## src/sv/dpq_pkg.sv

```systemverilog
// Package for the deadline priority queue: sizes, codes, item and control types.
`default_nettype none

package dpq_pkg;

	localparam int QUEUE_DEPTH = 16;
	localparam int IDX_W       = (QUEUE_DEPTH > 1) ? $clog2(QUEUE_DEPTH) : 1;
	localparam int CNT_W       = $clog2(QUEUE_DEPTH + 1);
	localparam int OCC_W       = 5;
	localparam int DL_W        = 16;
	localparam int ID_W        = 16;
	localparam int FUNC_W      = 2;

	// Operation codes; code 3 returns an empty result and leaves the queue untouched
	localparam logic [FUNC_W-1:0] FN_INSERT = 2'd0;
	localparam logic [FUNC_W-1:0] FN_POP    = 2'd1;
	localparam logic [FUNC_W-1:0] FN_DELETE = 2'd2;

	typedef enum logic [1:0] {
		ST_OK        = 2'd0,
		ST_EMPTY     = 2'd1,
		ST_FULL      = 2'd2,
		ST_NOT_FOUND = 2'd3
	} status_t;

	typedef struct packed {
		logic [FUNC_W-1:0] func;
		logic [DL_W-1:0]   deadline;
		logic [ID_W-1:0]   target_id;
	} request_t;

	typedef struct packed {
		status_t          status;
		logic [ID_W-1:0]  task_id;
		logic [DL_W-1:0]  task_deadline;
		logic [OCC_W-1:0] occupancy;
	} result_t;

	typedef enum logic [1:0] {
		S_IDLE,
		S_SCAN,
		S_DONE
	} state_t;

	// Controller to datapath
	typedef struct packed {
		logic    load;      // latch request, rewind walk position
		logic    step;      // advance walk position
		logic    ins;       // insert at walk position
		logic    rem;       // remove at walk position
		logic    fail;      // result with fail_code and zero payload
		status_t fail_code;
		logic    load_out;  // move result into output register
	} dp_cmd_t;

	// Datapath to controller
	typedef struct packed {
		logic [FUNC_W-1:0] func;
		logic              empty;
		logic              full;
		logic              at_end;  // walk position equals entry count
		logic              match;   // entry at walk position meets the search
	} dp_sts_t;

endpackage

`default_nettype wire

```

## src/sv/dpq_datapath.sv

```systemverilog
// Datapath: sorted entry store with per-entry shift, walk position, result and output registers.
`default_nettype none

module dpq_datapath (
	input  wire logic              clk,
	input  wire logic              arst_n,
	input  wire dpq_pkg::request_t request,
	input  wire dpq_pkg::dp_cmd_t  cmd,
	output dpq_pkg::dp_sts_t       sts,
	output dpq_pkg::result_t       result
);

	localparam int DEPTH = dpq_pkg::QUEUE_DEPTH;

	logic [dpq_pkg::DL_W-1:0] dl_q [DEPTH];
	logic [dpq_pkg::ID_W-1:0] id_q [DEPTH];
	logic [dpq_pkg::DL_W-1:0] lo_dl [DEPTH];
	logic [dpq_pkg::ID_W-1:0] lo_id [DEPTH];
	logic [dpq_pkg::DL_W-1:0] hi_dl [DEPTH];
	logic [dpq_pkg::ID_W-1:0] hi_id [DEPTH];

	logic [dpq_pkg::CNT_W-1:0]  count_q;
	logic [dpq_pkg::CNT_W-1:0]  pos_q;
	logic [dpq_pkg::ID_W-1:0]   next_id_q;
	logic [dpq_pkg::FUNC_W-1:0] func_q;
	logic [dpq_pkg::DL_W-1:0]   req_dl_q;
	logic [dpq_pkg::ID_W-1:0]   req_tid_q;
	dpq_pkg::status_t           res_status_q;
	logic [dpq_pkg::ID_W-1:0]   res_id_q;
	logic [dpq_pkg::DL_W-1:0]   res_dl_q;
	dpq_pkg::result_t           out_q;

	logic [dpq_pkg::DL_W-1:0] cur_dl;
	logic [dpq_pkg::ID_W-1:0] cur_id;

	// Neighbor taps for the shift: lower neighbor on insert, upper on remove
	for (genvar g = 0; g < DEPTH; g++) begin : g_taps
		if (g == 0) begin : g_first
			assign lo_dl[g] = dl_q[g];
			assign lo_id[g] = id_q[g];
		end else begin : g_rest
			assign lo_dl[g] = dl_q[g-1];
			assign lo_id[g] = id_q[g-1];
		end
		if (g == DEPTH - 1) begin : g_last
			assign hi_dl[g] = dl_q[g];
			assign hi_id[g] = id_q[g];
		end else begin : g_body
			assign hi_dl[g] = dl_q[g+1];
			assign hi_id[g] = id_q[g+1];
		end
	end

	// Entry at the walk position
	assign cur_dl = dl_q[pos_q[dpq_pkg::IDX_W-1:0]];
	assign cur_id = id_q[pos_q[dpq_pkg::IDX_W-1:0]];

	// Status toward the controller
	always_comb begin
		sts.func   = func_q;
		sts.empty  = (count_q == '0);
		sts.full   = (count_q == dpq_pkg::CNT_W'(DEPTH));
		sts.at_end = (pos_q == count_q);
		sts.match  = (func_q == dpq_pkg::FN_INSERT) ? (cur_dl >= req_dl_q)
		                                           : (cur_id == req_tid_q);
	end

	// Entry store: each entry loads from a neighbor or the new task
	always_ff @(posedge clk) begin
		for (int i = 0; i < DEPTH; i++) begin
			if (cmd.ins) begin
				if (pos_q == dpq_pkg::CNT_W'(i)) begin
					dl_q[i] <= req_dl_q;
					id_q[i] <= next_id_q;
				end else if (pos_q < dpq_pkg::CNT_W'(i)) begin
					dl_q[i] <= lo_dl[i];
					id_q[i] <= lo_id[i];
				end
			end else if (cmd.rem) begin
				if (pos_q <= dpq_pkg::CNT_W'(i)) begin
					dl_q[i] <= hi_dl[i];
					id_q[i] <= hi_id[i];
				end
			end
		end
	end

	// Latched request fields
	always_ff @(posedge clk) begin
		if (cmd.load) begin
			func_q    <= request.func;
			req_dl_q  <= request.deadline;
			req_tid_q <= request.target_id;
		end
	end

	// Count, id counter and walk position
	always_ff @(posedge clk or negedge arst_n) begin
		if (!arst_n) begin
			count_q   <= '0;
			next_id_q <= dpq_pkg::ID_W'(1);
			pos_q     <= '0;
		end else begin
			if (cmd.ins) begin
				count_q   <= count_q + 1'b1;
				next_id_q <= next_id_q + 1'b1;
			end else if (cmd.rem) begin
				count_q <= count_q - 1'b1;
			end
			if (cmd.load) begin
				pos_q <= '0;
			end else if (cmd.step) begin
				pos_q <= pos_q + 1'b1;
			end
		end
	end

	// Result of the current item
	always_ff @(posedge clk) begin
		if (cmd.ins) begin
			res_status_q <= dpq_pkg::ST_OK;
			res_id_q     <= next_id_q;
			res_dl_q     <= req_dl_q;
		end else if (cmd.rem) begin
			res_status_q <= dpq_pkg::ST_OK;
			res_id_q     <= cur_id;
			res_dl_q     <= cur_dl;
		end else if (cmd.fail) begin
			res_status_q <= cmd.fail_code;
			res_id_q     <= '0;
			res_dl_q     <= '0;
		end
	end

	// Output register, occupancy taken after the update
	always_ff @(posedge clk) begin
		if (cmd.load_out) begin
			out_q.status        <= res_status_q;
			out_q.task_id       <= res_id_q;
			out_q.task_deadline <= res_dl_q;
			out_q.occupancy     <= dpq_pkg::OCC_W'(count_q);
		end
	end

	assign result = out_q;

endmodule

`default_nettype wire

```

## src/sv/dpq_ctrl.sv

```systemverilog
// Controller: state machine that sequences the entry walk and the result handoff.
`default_nettype none

module dpq_ctrl (
	input  wire logic             clk,
	input  wire logic             arst_n,
	input  wire logic             request_valid,
	output logic                  request_stall,
	output logic                  result_valid,
	input  wire logic             result_stall,
	input  wire dpq_pkg::dp_sts_t sts,
	output dpq_pkg::dp_cmd_t      cmd
);

	dpq_pkg::state_t state_q, state_d;
	logic            out_valid_q;
	logic            out_free;

	assign out_free      = !out_valid_q || !result_stall;
	assign request_stall = (state_q != dpq_pkg::S_IDLE);
	assign result_valid  = out_valid_q;

	// State register and output valid flag
	always_ff @(posedge clk or negedge arst_n) begin
		if (!arst_n) begin
			state_q     <= dpq_pkg::S_IDLE;
			out_valid_q <= 1'b0;
		end else begin
			state_q <= state_d;
			if (cmd.load_out) begin
				out_valid_q <= 1'b1;
			end else if (out_valid_q && !result_stall) begin
				out_valid_q <= 1'b0;
			end
		end
	end

	// Next state and datapath commands
	always_comb begin
		state_d       = state_q;
		cmd           = '0;
		cmd.fail_code = dpq_pkg::ST_OK;
		case (state_q)
			dpq_pkg::S_IDLE: begin
				if (request_valid) begin
					cmd.load = 1'b1;
					state_d  = dpq_pkg::S_SCAN;
				end
			end
			dpq_pkg::S_SCAN: begin
				state_d = dpq_pkg::S_DONE;
				case (sts.func)
					dpq_pkg::FN_INSERT: begin
						if (sts.full) begin
							cmd.fail      = 1'b1;
							cmd.fail_code = dpq_pkg::ST_FULL;
						end else if (sts.at_end || sts.match) begin
							cmd.ins = 1'b1;
						end else begin
							cmd.step = 1'b1;
							state_d  = dpq_pkg::S_SCAN;
						end
					end
					dpq_pkg::FN_POP: begin
						if (sts.empty) begin
							cmd.fail      = 1'b1;
							cmd.fail_code = dpq_pkg::ST_EMPTY;
						end else begin
							cmd.rem = 1'b1;
						end
					end
					dpq_pkg::FN_DELETE: begin
						if (sts.empty) begin
							cmd.fail      = 1'b1;
							cmd.fail_code = dpq_pkg::ST_EMPTY;
						end else if (sts.at_end) begin
							cmd.fail      = 1'b1;
							cmd.fail_code = dpq_pkg::ST_NOT_FOUND;
						end else if (sts.match) begin
							cmd.rem = 1'b1;
						end else begin
							cmd.step = 1'b1;
							state_d  = dpq_pkg::S_SCAN;
						end
					end
					default: begin
						// unused code: empty result, queue untouched
						cmd.fail = 1'b1;
					end
				endcase
			end
			dpq_pkg::S_DONE: begin
				if (out_free) begin
					cmd.load_out = 1'b1;
					state_d      = dpq_pkg::S_IDLE;
				end
			end
			default: begin
				state_d = dpq_pkg::S_IDLE;
			end
		endcase
	end

endmodule

`default_nettype wire

```

## src/sv/deadline_priority_queue.sv

```systemverilog
// Flow: an accepted item is latched, walks k stored entries in the scan state, then moves to the
// output register in the done state once that is free (k is 0 for pop, up to QUEUE_DEPTH-1 for
// insert, QUEUE_DEPTH for delete). One item at a time is handled; the walk compares one stored
// entry per cycle. A waiting result does not block acceptance of the next item.
// Reset: count cleared, next task id set to 1; the entry store is not cleared.
// Top level: deadline-ordered task queue with insert, pop earliest and delete by id.
`default_nettype none

module deadline_priority_queue (
	input  wire logic              clk,
	input  wire logic              arst_n,
	input  wire logic              request_valid,
	output logic                   request_stall,
	input  wire dpq_pkg::request_t request,
	output logic                   result_valid,
	input  wire logic              result_stall,
	output dpq_pkg::result_t       result
);

	dpq_pkg::dp_cmd_t cmd;
	dpq_pkg::dp_sts_t sts;

	dpq_ctrl u_ctrl (
		.clk           (clk),
		.arst_n        (arst_n),
		.request_valid (request_valid),
		.request_stall (request_stall),
		.result_valid  (result_valid),
		.result_stall  (result_stall),
		.sts           (sts),
		.cmd           (cmd)
	);

	dpq_datapath u_datapath (
		.clk     (clk),
		.arst_n  (arst_n),
		.request (request),
		.cmd     (cmd),
		.sts     (sts),
		.result  (result)
	);

endmodule

`default_nettype wire

```

## config.mk

```make
export PLATFORM = sky130hd
export DESIGN_NAME = deadline_priority_queue
export DESIGN_NICKNAME = d
export VERILOG_FILES = /design/src/sv/dpq_pkg.sv /design/src/sv/dpq_datapath.sv /design/src/sv/dpq_ctrl.sv /design/src/sv/deadline_priority_queue.sv
export SDC_FILE = /design/constraint.sdc
export NUM_CORES = 1
export LEC_CHECK = 0
export BUFFER_PORTS_ARGS = -buffer_cell sky130_fd_sc_hd__buf_4
export CORE_ASPECT_RATIO = 2
export CORE_UTILIZATION = 56
export DETAILED_ROUTE_END_ITERATION = 8
export HOLD_SLACK_MARGIN = 0.02
export PLACE_DENSITY_LB_ADDON = 0.1
export SLEW_MARGIN = 5
export SYNTH_ARGS = -nofsm -noshare
export SYNTH_HDL_FRONTEND = slang
export SYNTH_HIERARCHICAL = 1
export SYNTH_SLANG_ARGS = --single-unit
```

## constraint.sdc

```tcl
create_clock -name clk -period 7.8 [get_ports clk]
set_clock_uncertainty 0.15 [all_clocks]
set_input_delay 1.56 -clock clk [delete_from_list [all_inputs] [get_ports clk]]
set_output_delay 1.56 -clock clk [all_outputs]
set_load 0.005 [all_outputs]
```

=== After elaboration in Yosys (flattened, before gate mapping) ===
Memory sizes are Yosys's and may differ from the RTL's.
Cells that the tools add are included.

* Bits of input ports: 38
* Output and inout port bits: 41
* RAM bits: 512
* Register bits: 136
* Memories kept: 2

{| class="wikitable"
|+ Memory list
! memory !! depth !! bits a word !! read ports !! clocked after Yosys merged registers in !! wr ports !! RTL line !! source
|-
| u_datapath.dl_q || 16 || 16 || 17 || 0 || 16 || dpq_datapath.sv:15 || <nowiki>logic [dpq_pkg::DL_W-1:0] dl_q [DEPTH];</nowiki>
|-
| u_datapath.id_q || 16 || 16 || 17 || 0 || 16 || dpq_datapath.sv:16 || <nowiki>logic [dpq_pkg::ID_W-1:0] id_q [DEPTH];</nowiki>
|}

* Bitwise logic cells: 64
* Multiplexer cells: 285
* Order comparisons: 33
* Equality and inequality tests: 24
* Reduce and logical (&&, ||, !) cells: 16
* Add/subtract/negate cells: 4

{| class="wikitable"
|+ Operators by type and width
! kind !! count
|-
| 16-bit two-way mux || 69
|-
| 1-bit two-way mux || 193
|-
| 1-bit OR || 64
|-
| 5-bit by 4-bit == test with 1-bit output (second input constant) || 8
|-
| 5-bit by 4-bit less-or-equal comparator with 1-bit output (second input constant) || 8
|-
| 5-bit by 4-bit < comparator with 1-bit output (second input constant) || 8
|-
| 5-bit by 3-bit == test with 1-bit output (second input constant) || 4
|-
| 5-bit by 3-bit less-or-equal comparator with 1-bit output (second input constant) || 4
|-
| 5-bit by 3-bit < comparator with 1-bit output (second input constant) || 4
|-
| 5-bit two-way mux || 4
|-
| 16-bit by 1-bit adder with 16-bit output (second input constant) || 1
|-
| 16-bit == test || 1
|-
| 16-bit >= comparator || 1
|-
| 2-bit two-way mux || 8
|-
| 3-bit two-way mux || 4
|-
| 2-bit case mux with 3 select lines || 2
|-
| 5-bit by 1-bit adder with 5-bit output (second input constant) || 2
|-
| 5-bit by 2-bit == test with 1-bit output (second input constant) || 2
|-
| 5-bit by 1-bit less-or-equal comparator with 1-bit output (second input constant) || 2
|-
| 5-bit by 2-bit less-or-equal comparator with 1-bit output (second input constant) || 2
|-
| 5-bit zero test || 2
|-
| 5-bit by 1-bit < comparator with 1-bit output (second input constant) || 2
|-
| 5-bit by 2-bit < comparator with 1-bit output (second input constant) || 2
|-
| 2-bit nonzero test || 4
|-
| other kinds (19) || 25
|}

=== Depth between registers and ports, before layout ===
Gate-level depths: netlist (run 1).
An unclocked memory read counts as a cell.

* Depth after elaboration: 12
* Depth in mapped cells: 27
* Gate-level depth less buffers: 21

=== Hierarchy ===
Netlist (run 1), hierarchy kept.

{| class="wikitable"
|+ Modules (own cells, without submodules)
! module !! times used !! area each (µm²) !! sequential area each (µm²) !! cells an instance
|-
| dpq_datapath || 1 || 35257.6 || 19219.7 || 2962
|-
| dpq_ctrl || 1 || 315.3 || 75.1 || 37
|}

=== Worst setup path after synthesis (run 1) ===
Ideal clock, no wire load.

* Path kind: register -> register
* Start: reg u_datapath/pos_q[1] in the netlist's numbering
* End: mem u_datapath/dl_q[0][0] in the netlist's numbering (enable)
* Setup slack: 0.790 ns
* Clock period less this slack: 7.010 ns
* Data required time: 7.182 ns
* Path buffers: 4
* Arrival time: 6.392 ns
* Stages on the path, launching flop included: 19
* Library setup time: 0.468 ns
* Cell sequence: dfrtp_1 -> buf_4 -> buf_6 -> buf_2 -> mux4_2 -> mux4_2 -> ha_1 -> a21o_1 -> a21o_1 -> a211oi_1 -> o21ai_0 -> a31oi_1 -> o41ai_1 -> a41o_1 -> a31oi_1 -> nor4b_1 -> buf_2 -> o21ai_1 -> nor3b_1

{| class="wikitable"
|+ RTL lines
! item !! RTL line !! source
|-
| start, declared || dpq_datapath.sv:23 || <nowiki>logic [dpq_pkg::CNT_W-1:0] pos_q;</nowiki>
|-
| start signal, assigned || dpq_datapath.sv:113 || <nowiki>pos_q <= pos_q + 1'b1;</nowiki>
|-
| end, declared || dpq_datapath.sv:15 ||
|}

==> metrics.md, run 1 <==
| Metric | Value |
|---|---|
| Period utilization | `84.5%` |
| Die width | `180 um` |
| Commonest non-fill, non-tap cell in the layout | `edfxtp_1` |
| Ant diodes | `0` |
| Measured slew at the worst slew-check pin | `1.22 ns` |
| Layout area overhead | `11.5%` |
| Min cycle time layout | `6.59 ns` |
| Via count | `26700` |
| Crit Path Max Fanout | `35` |
| Final WS setup | `1.21 ns` |
| Die height | `358 um` |
| Sequential fraction of the synthesis area | `54.2%` |
| Worst setup SP type | `flop` |
| Final std cell area, no fill | `39700 um^2` |
| Final design utilization | `63.2%` |
| Clk sinks | `648` |
| Crit path depth | `19` |
| Required @ worst endpoint | `8.04 ns` |
| Rel. slew slack | `17.9%` |
| CP Buf/Inv Count | `4` |
| Slowest-stage cell, CP | `dfrtp_4` |
| Async SR Flop Fraction | `4.48%` |
| Distinct cells, synth | `74` |
| Data arrival, critical path | `6.83 ns` |
| Largest net degree at the start of global routing | `65` |
| Post-CTS setup buffer count | `0` |
| PwrDens | `299 nW/um^2` |
| Final Setup Violations | `0` |
| Initial antenna violation count | `0` |
| Die area | `64600 um^2` |
| Vias/cell | `6.93` |
| Mapped Cells | `2999` |
| Crit. End Element | `flop` |
| Post-DP Area | `37700 um^2` |
| Crit-path cells | `buf_12, buf_4, mux4_2, mux4_2, ha_1, a21o_1, a21oi_1, nor2b_1, o21ai_0, o41ai_1, a41o_1, nor2_1, nor3_2, inv_2, nor2_1, o21ai_4, buf_4, mux2i_1, o21ai_0` |
| Skew-Pair Late Insertion Delay | `0.69 ns` |
| Average cell area after synthesis | `11.9 um^2` |
| Final nets | `3073` |
| WS Path Type | `reg -> reg` |
| Vias in the first global route | `27000` |
| FP Rows | `130` |
| Synth Flop Type | `edfxtp_1` |
| Commonest cells after routing, fill and taps aside | `edfxtp_1, mux2i_1, nand2_1` |
| RSZ-0062 raised after global routing | `false` |
| Max frequency | `152 MHz` |
| Peak VDD IR | `0.000210 V` |
| CTS tree | `done` |
| Core Area | `62800 um^2` |
| DRC viols | `0` |
| Root Driver | `clkbuf_16` |
| GRT Total Usage | `39.7%` |
| I/O pin count | `79` |
| Iteration count of the initial detailed-routing pass | `7` |
| Hold depth | `0` |
| Mapped cell area | `35600 um^2` |
| Final wirelength | `128000 um` |
| Global route overflow | `0` |
| Status | `completed` |
| Clock Tree Buf Depth | `3` |
| Fin. Hold Viols | `0` |
| Initial core utilization | `56.7%` |
| Post-synth net total | `3067` |
| #FFs+latches synth | `648` |
| H-tree level count | `2` |
| Final Slew Violations | `0` |
| Number of synthesized flops with an enable pin | `617` |
| R2r setup slk | `1.21 ns` |
| Place WS | `1.40 ns` |
| Wire per inst | `33.3 um` |
| Worst Hold Class | `reg -> reg` |
| Syn. warnings | `6` |
| Fin Setup TNS | `0 ns` |
| Maxcap violations | `0` |
| PortBufs | `78` |
| Reg2Reg Depth | `19` |
| Post-cts gate resize count | `0` |
| Post-route ant nets | `0` |
| Clock transition at path regs | `0.07 ns` |
| First-pass GRT wire length | `183000 um` |
| Initial drt markers | `3197` |
| Crit-path max cell delay | `0.79 ns` |
| Share of cells above drive strength 1 | `17.3%` |
| CTS Buf Count | `59` |
| Crit-path leading delay family | `buffers and inverters` |
| Hold buffers post-CTS | `0` |
| Leak pwr | `14.6 nW` |
| Final RePlAce weighted congestion | `0.974` |
| Post-DP HPWL | `80300 um` |
-- metrics by stage --
step	total power (W)	cells	hold WS [ns]
floorplan	0.00723	2999	0.250
CTS	0.0118	3844	0.270
global route	0.0122	3845	0.275
finish	0.0119	3845	0.269
global placement	0.00871	3735	0.251
detailed placement	0.00881	3735	0.255
-- cells by family (layout without fill, tap and decap cells) --
kind of cell | after synthesis | after routing | synth area share, %
mux | 634 | 634 | 21.4
flops | 648 | 648 | 54.2
simple gates | 691 | 691 | 7.86
compound gates | 666 | 666 | 10.6
fa+ha+maj | 30 | 30 | 1.08
buf+inv | 287 | 341 | 3.71
xor+xnor | 43 | 43 | 1.06
-- final timing paths --
path,start,endpoint
max,u_datapath/pos_q[1],u_datapath/id_q[14][2]
min,u_datapath/res_dl_q[12],u_datapath/result[17]
max reg2reg,u_datapath/pos_q[1],u_datapath/id_q[14][2]
min reg2reg,u_datapath/res_dl_q[12],u_datapath/result[17]
max in group asynchronous,arst_n,u_datapath/next_id_q[0]
min in group asynchronous,arst_n,u_datapath/pos_q[0]
-- power breakdown --
part / internal (W) / switching [W] / total [W]
clock: 0.00163 / 0.00138 / 0.00301
combinational: 0.00142 / 0.00238 / 0.00380
sequential: 0.00457 / 0.000489 / 0.00506
-- final cells by class --
class | instances | area [um^2]
Fill cell | 4895 | 23100
Sequential cell | 648 | 19300
Multi-Input combinational cell | 2064 | 15300
Timing Repair Buffer | 203 | 2030
Clock buffer | 84 | 1640
Tap cell | 792 | 991
Clock inverter | 25 | 259
Inverter | 29 | 109
-- cells in the mapped netlist, drive strengths merged (44+ instances only) --
| cell | n | area share (%) |
|---|---|---|
| a22oi | 44 | 0.93 |
| a21oi | 225 | 3.2 |
| o21ai | 315 | 4.4 |
| nand2 | 398 | 4.2 |
| mux2 | 76 | 2.4 |
| mux2i | 465 | 13 |
| nor2 | 218 | 2.3 |
| clkbuf | 147 | 1.6 |
| mux4 | 93 | 5.9 |
| edfxtp | 617 | 52 |
| buf | 111 | 1.9 |
-- layer usage --
layer | track usage, % | vias up | routed length (um)
li1 | - | 11200 | -
met1 | 42.8 | 13100 | 40900
met2 | 67.3 | 1791 | 62300
met3 | 6.00 | 602 | 11000
met4 | 37.2 | 0 | 13900
met5 | 0 | - | 0
-- sequential cells by signal, indices dropped and copies added, names as in the netlist --
name / count
u_ctrl/result_valid: 1
u_ctrl/state_q: 2
u_datapath/count_q: 5
u_datapath/dl_q: 256
u_datapath/func_q: 2
u_datapath/id_q: 256
u_datapath/next_id_q: 16
u_datapath/pos_q: 5
u_datapath/req_dl_q: 16
u_datapath/req_tid_q: 16
u_datapath/res_dl_q: 16
u_datapath/res_id_q: 16
u_datapath/res_status_q: 2
u_datapath/result: 39
Note: power is estimated with default switching activity, not from simulation.
==> run 2: changes to the inputs <==
==> constraint.sdc (replaced) <==
create_clock -name clk -period 6.02 [get_ports clk]
set_clock_uncertainty 0.15 [all_clocks]
set_input_delay 1.204 -clock clk [delete_from_list [all_inputs] [get_ports clk]]
set_output_delay 1.204 -clock clk [all_outputs]
set_load 0.005 [all_outputs]
==> metrics.md, run 2 (same netlist as run 1, synthesis figures left out) <==
| Metric | Value |
|---|---|
| Status | `completed` |
| R2r setup slk | `0.08 ns (-1.13 ns)` |
| I/O pin count | `79 (unchanged)` |
| Required @ worst endpoint | `6.26 ns (-1.78 ns)` |
| Post-DP Area | `39200 um^2 (+3.9%)` |
| Max frequency | `168 MHz (+11%)` |
| PortBufs | `78 (unchanged)` |
| CTS tree | `done` |
| Wire per inst | `32.8 um (-1.6%)` |
| Rel. slew slack | `14.2% (-3.7 points)` |
| Hold path start | `u_datapath/res_id_q[10]` |
| R2r endpoint | `u_datapath/id_q[0][7]` |
| Global route overflow | `0 (unchanged)` |
| Die width | `180 um (unchanged)` |
| Largest net degree at the start of global routing | `52 (-20%)` |
| Final WS setup | `0.0799 ns (-1.13 ns)` |
| Place WS | `-0.320 ns (-1.72 ns)` |
| Commonest cells after routing, fill and taps aside | `edfxtp_1, mux2i_1, nand2_1` |
| Crit. End Element | `flop` |
| Post-route ant nets | `0 (unchanged)` |
| Share of cells above drive strength 1 | `20.5% (+3.2 points)` |
| Final nets | `3187 (+3.7%)` |
| Peak VDD IR | `0.000295 V (+41%)` |
| Final RePlAce weighted congestion | `0.981 (+0.65%)` |
| Via count | `27100 (+1.8%)` |
| Fin cells | `3957 (+2.9%)` |
| H-tree level count | `2 (unchanged)` |
| Initial core utilization | `56.7% (unchanged)` |
| Fin. Hold Viols | `0 (unchanged)` |
| Clk sinks | `648 (unchanged)` |
| Vias in the first global route | `27600 (+2.4%)` |
| Fin Setup TNS | `0 ns (unchanged)` |
| PwrDens | `381 nW/um^2 (+27%)` |
| Worst setup SP type | `flop` |
| Worst Hold Class | `reg -> reg` |
| Leak pwr | `15.4 nW (+5.7%)` |
| Final Setup Violations | `0 (unchanged)` |
| Final wirelength | `130000 um (+1.2%)` |
| Root Driver | `clkbuf_16` |
| Die area | `64600 um^2 (unchanged)` |
| Final design utilization | `65.8% (+2.6 points)` |
| Min cycle time layout | `5.94 ns (-0.651 ns)` |
| Final Slew Violations | `0 (unchanged)` |
| Skew-Pair Late Insertion Delay | `0.67 ns (-0.02 ns)` |
| DRC viols | `0 (unchanged)` |
| Hold depth | `0 (unchanged)` |
| Iteration count of the initial detailed-routing pass | `8 (+1)` |
| Core Area | `62800 um^2 (unchanged)` |
| First-pass GRT wire length | `187000 um (+2.0%)` |
| Measured slew at the worst slew-check pin | `1.28 ns (+0.0612 ns)` |
| FP Rows | `130 (unchanged)` |
| CTS Buf Count | `58 (-1.7%)` |
| GRT Total Usage | `40.3% (+0.59 points)` |
| Clock transition at path regs | `0.07 ns (about the same)` |
| Reg2Reg Depth | `20 (+1)` |
| Die height | `358 um (unchanged)` |
| Post-DP HPWL | `88300 um (+9.9%)` |
| WS Path Type | `reg -> reg` |
| Period utilization | `98.7% (+14 points)` |
| Crit Reg-Reg Startpoint | `u_datapath/pos_q[1]` |
| Final std cell area, no fill | `41300 um^2 (+4.1%)` |
| Vias/cell | `6.86 (-1.1%)` |
| Initial drt markers | `3161 (-1.1%)` |
| Maxcap violations | `0 (unchanged)` |
| Initial antenna violation count | `2 (+2)` |
| Data arrival, critical path | `6.18 ns (-0.65 ns)` |
| Layout area overhead | `16.1%` |
| Crit Path Max Fanout | `40 (+14%)` |
| DP Cell Count | `3839 (+2.8%)` |
| Commonest non-fill, non-tap cell in the layout | `edfxtp_1` |
| Hold buffers post-CTS | `0 (unchanged)` |
| Clock Tree Buf Depth | `3 (unchanged)` |
| Hold path endpoint | `u_datapath/result[31]` |
run 2: area by class of cell:
class / instances / area, um^2
well taps: 792 / 991
clock buffers: 80 / 1620
diodes: 1 / 2.50
repair buffers: 318 / 3640
multi-input cells: 2064 / 15400
inverters: 29 / 113
fillers: 4798 / 21500
clock inverters: 25 / 223
flip-flops and latches: 648 / 19300
run 2: metrics by stage:
| stage | hold slack [ns] | power, W |
|---|---|---|
| finish | 0.268 | 0.0157 |
| floorplan | 0.250 | 0.00937 |
| global route | 0.279 | 0.0162 |
| detailed placement | 0.255 | 0.0118 |
| CTS | 0.269 | 0.0155 |
| global placement | 0.250 | 0.0116 |
run 2: worst max path at each step:
stage | from | end | slack (ns) | cells after the start
2_1_floorplan | u_datapath/pos_q[1] | u_datapath/dl_q[3][0] | -0.80 | 18
3_3_place_gp | u_datapath/pos_q[1] | u_datapath/id_q[1][4] | -0.26 | 19
3_5_place_dp | u_datapath/pos_q[1] | u_datapath/dl_q[10][15] | -0.32 | 19
4_1_cts | u_datapath/pos_q[1] | u_datapath/dl_q[10][10] | 0.02 | 19
5_1_grt | u_datapath/pos_q[1] | u_datapath/id_q[3][2] | -0.04 | 21
6_report | u_datapath/pos_q[1] | u_datapath/id_q[0][7] | 0.08 | 20
run 2: power by group:
part,total [W],switching [W],internal (W),leakage (nW)
logic,0.00544,0.00321,0.00223,8.40
clock network,0.00375,0.00174,0.00200,0.896
registers,0.00654,0.000618,0.00592,6.10
run 2: critical path, cell delays in order, from the launching register on:
cell and delay, ns:
dfrtp_4 0.41, clkbuf_4 0.19, buf_16 0.20, buf_12 0.31, nor2b_1 0.26, buf_4 0.24
a22oi_1 0.13, a221oi_4 0.58, a31oi_1 0.15, buf_4 0.18, xor2_1 0.16, nor4_1 0.45
a41o_1 0.31, a31oi_1 0.13, nor4b_2 0.43, nor2b_2 0.24, nand2_1 0.15, nor2_1 0.23
nand2_2 0.14, buf_12 0.19, mux2_2 0.32
run 2: timing repair:
item / CTS / global route
pin swaps: 1 / 3
setup buffers: 0 / 11
gates resized for setup: 5 / 18
cloned: 0 / 1
setup endpoints to repair: 964 / 715
run 2: routing by layer:
metal	routed length [um]	vias to the layer above	share of wire, %	global-route usage (%)
met1	40700	13400	31	42.1
met2	63700	1724	49	68.6
met3	10600	622	8.2	6.77
met4	14700	2	11	39.2
li1	-	11400	-	-
met5	10	-	0.0077	0.0741
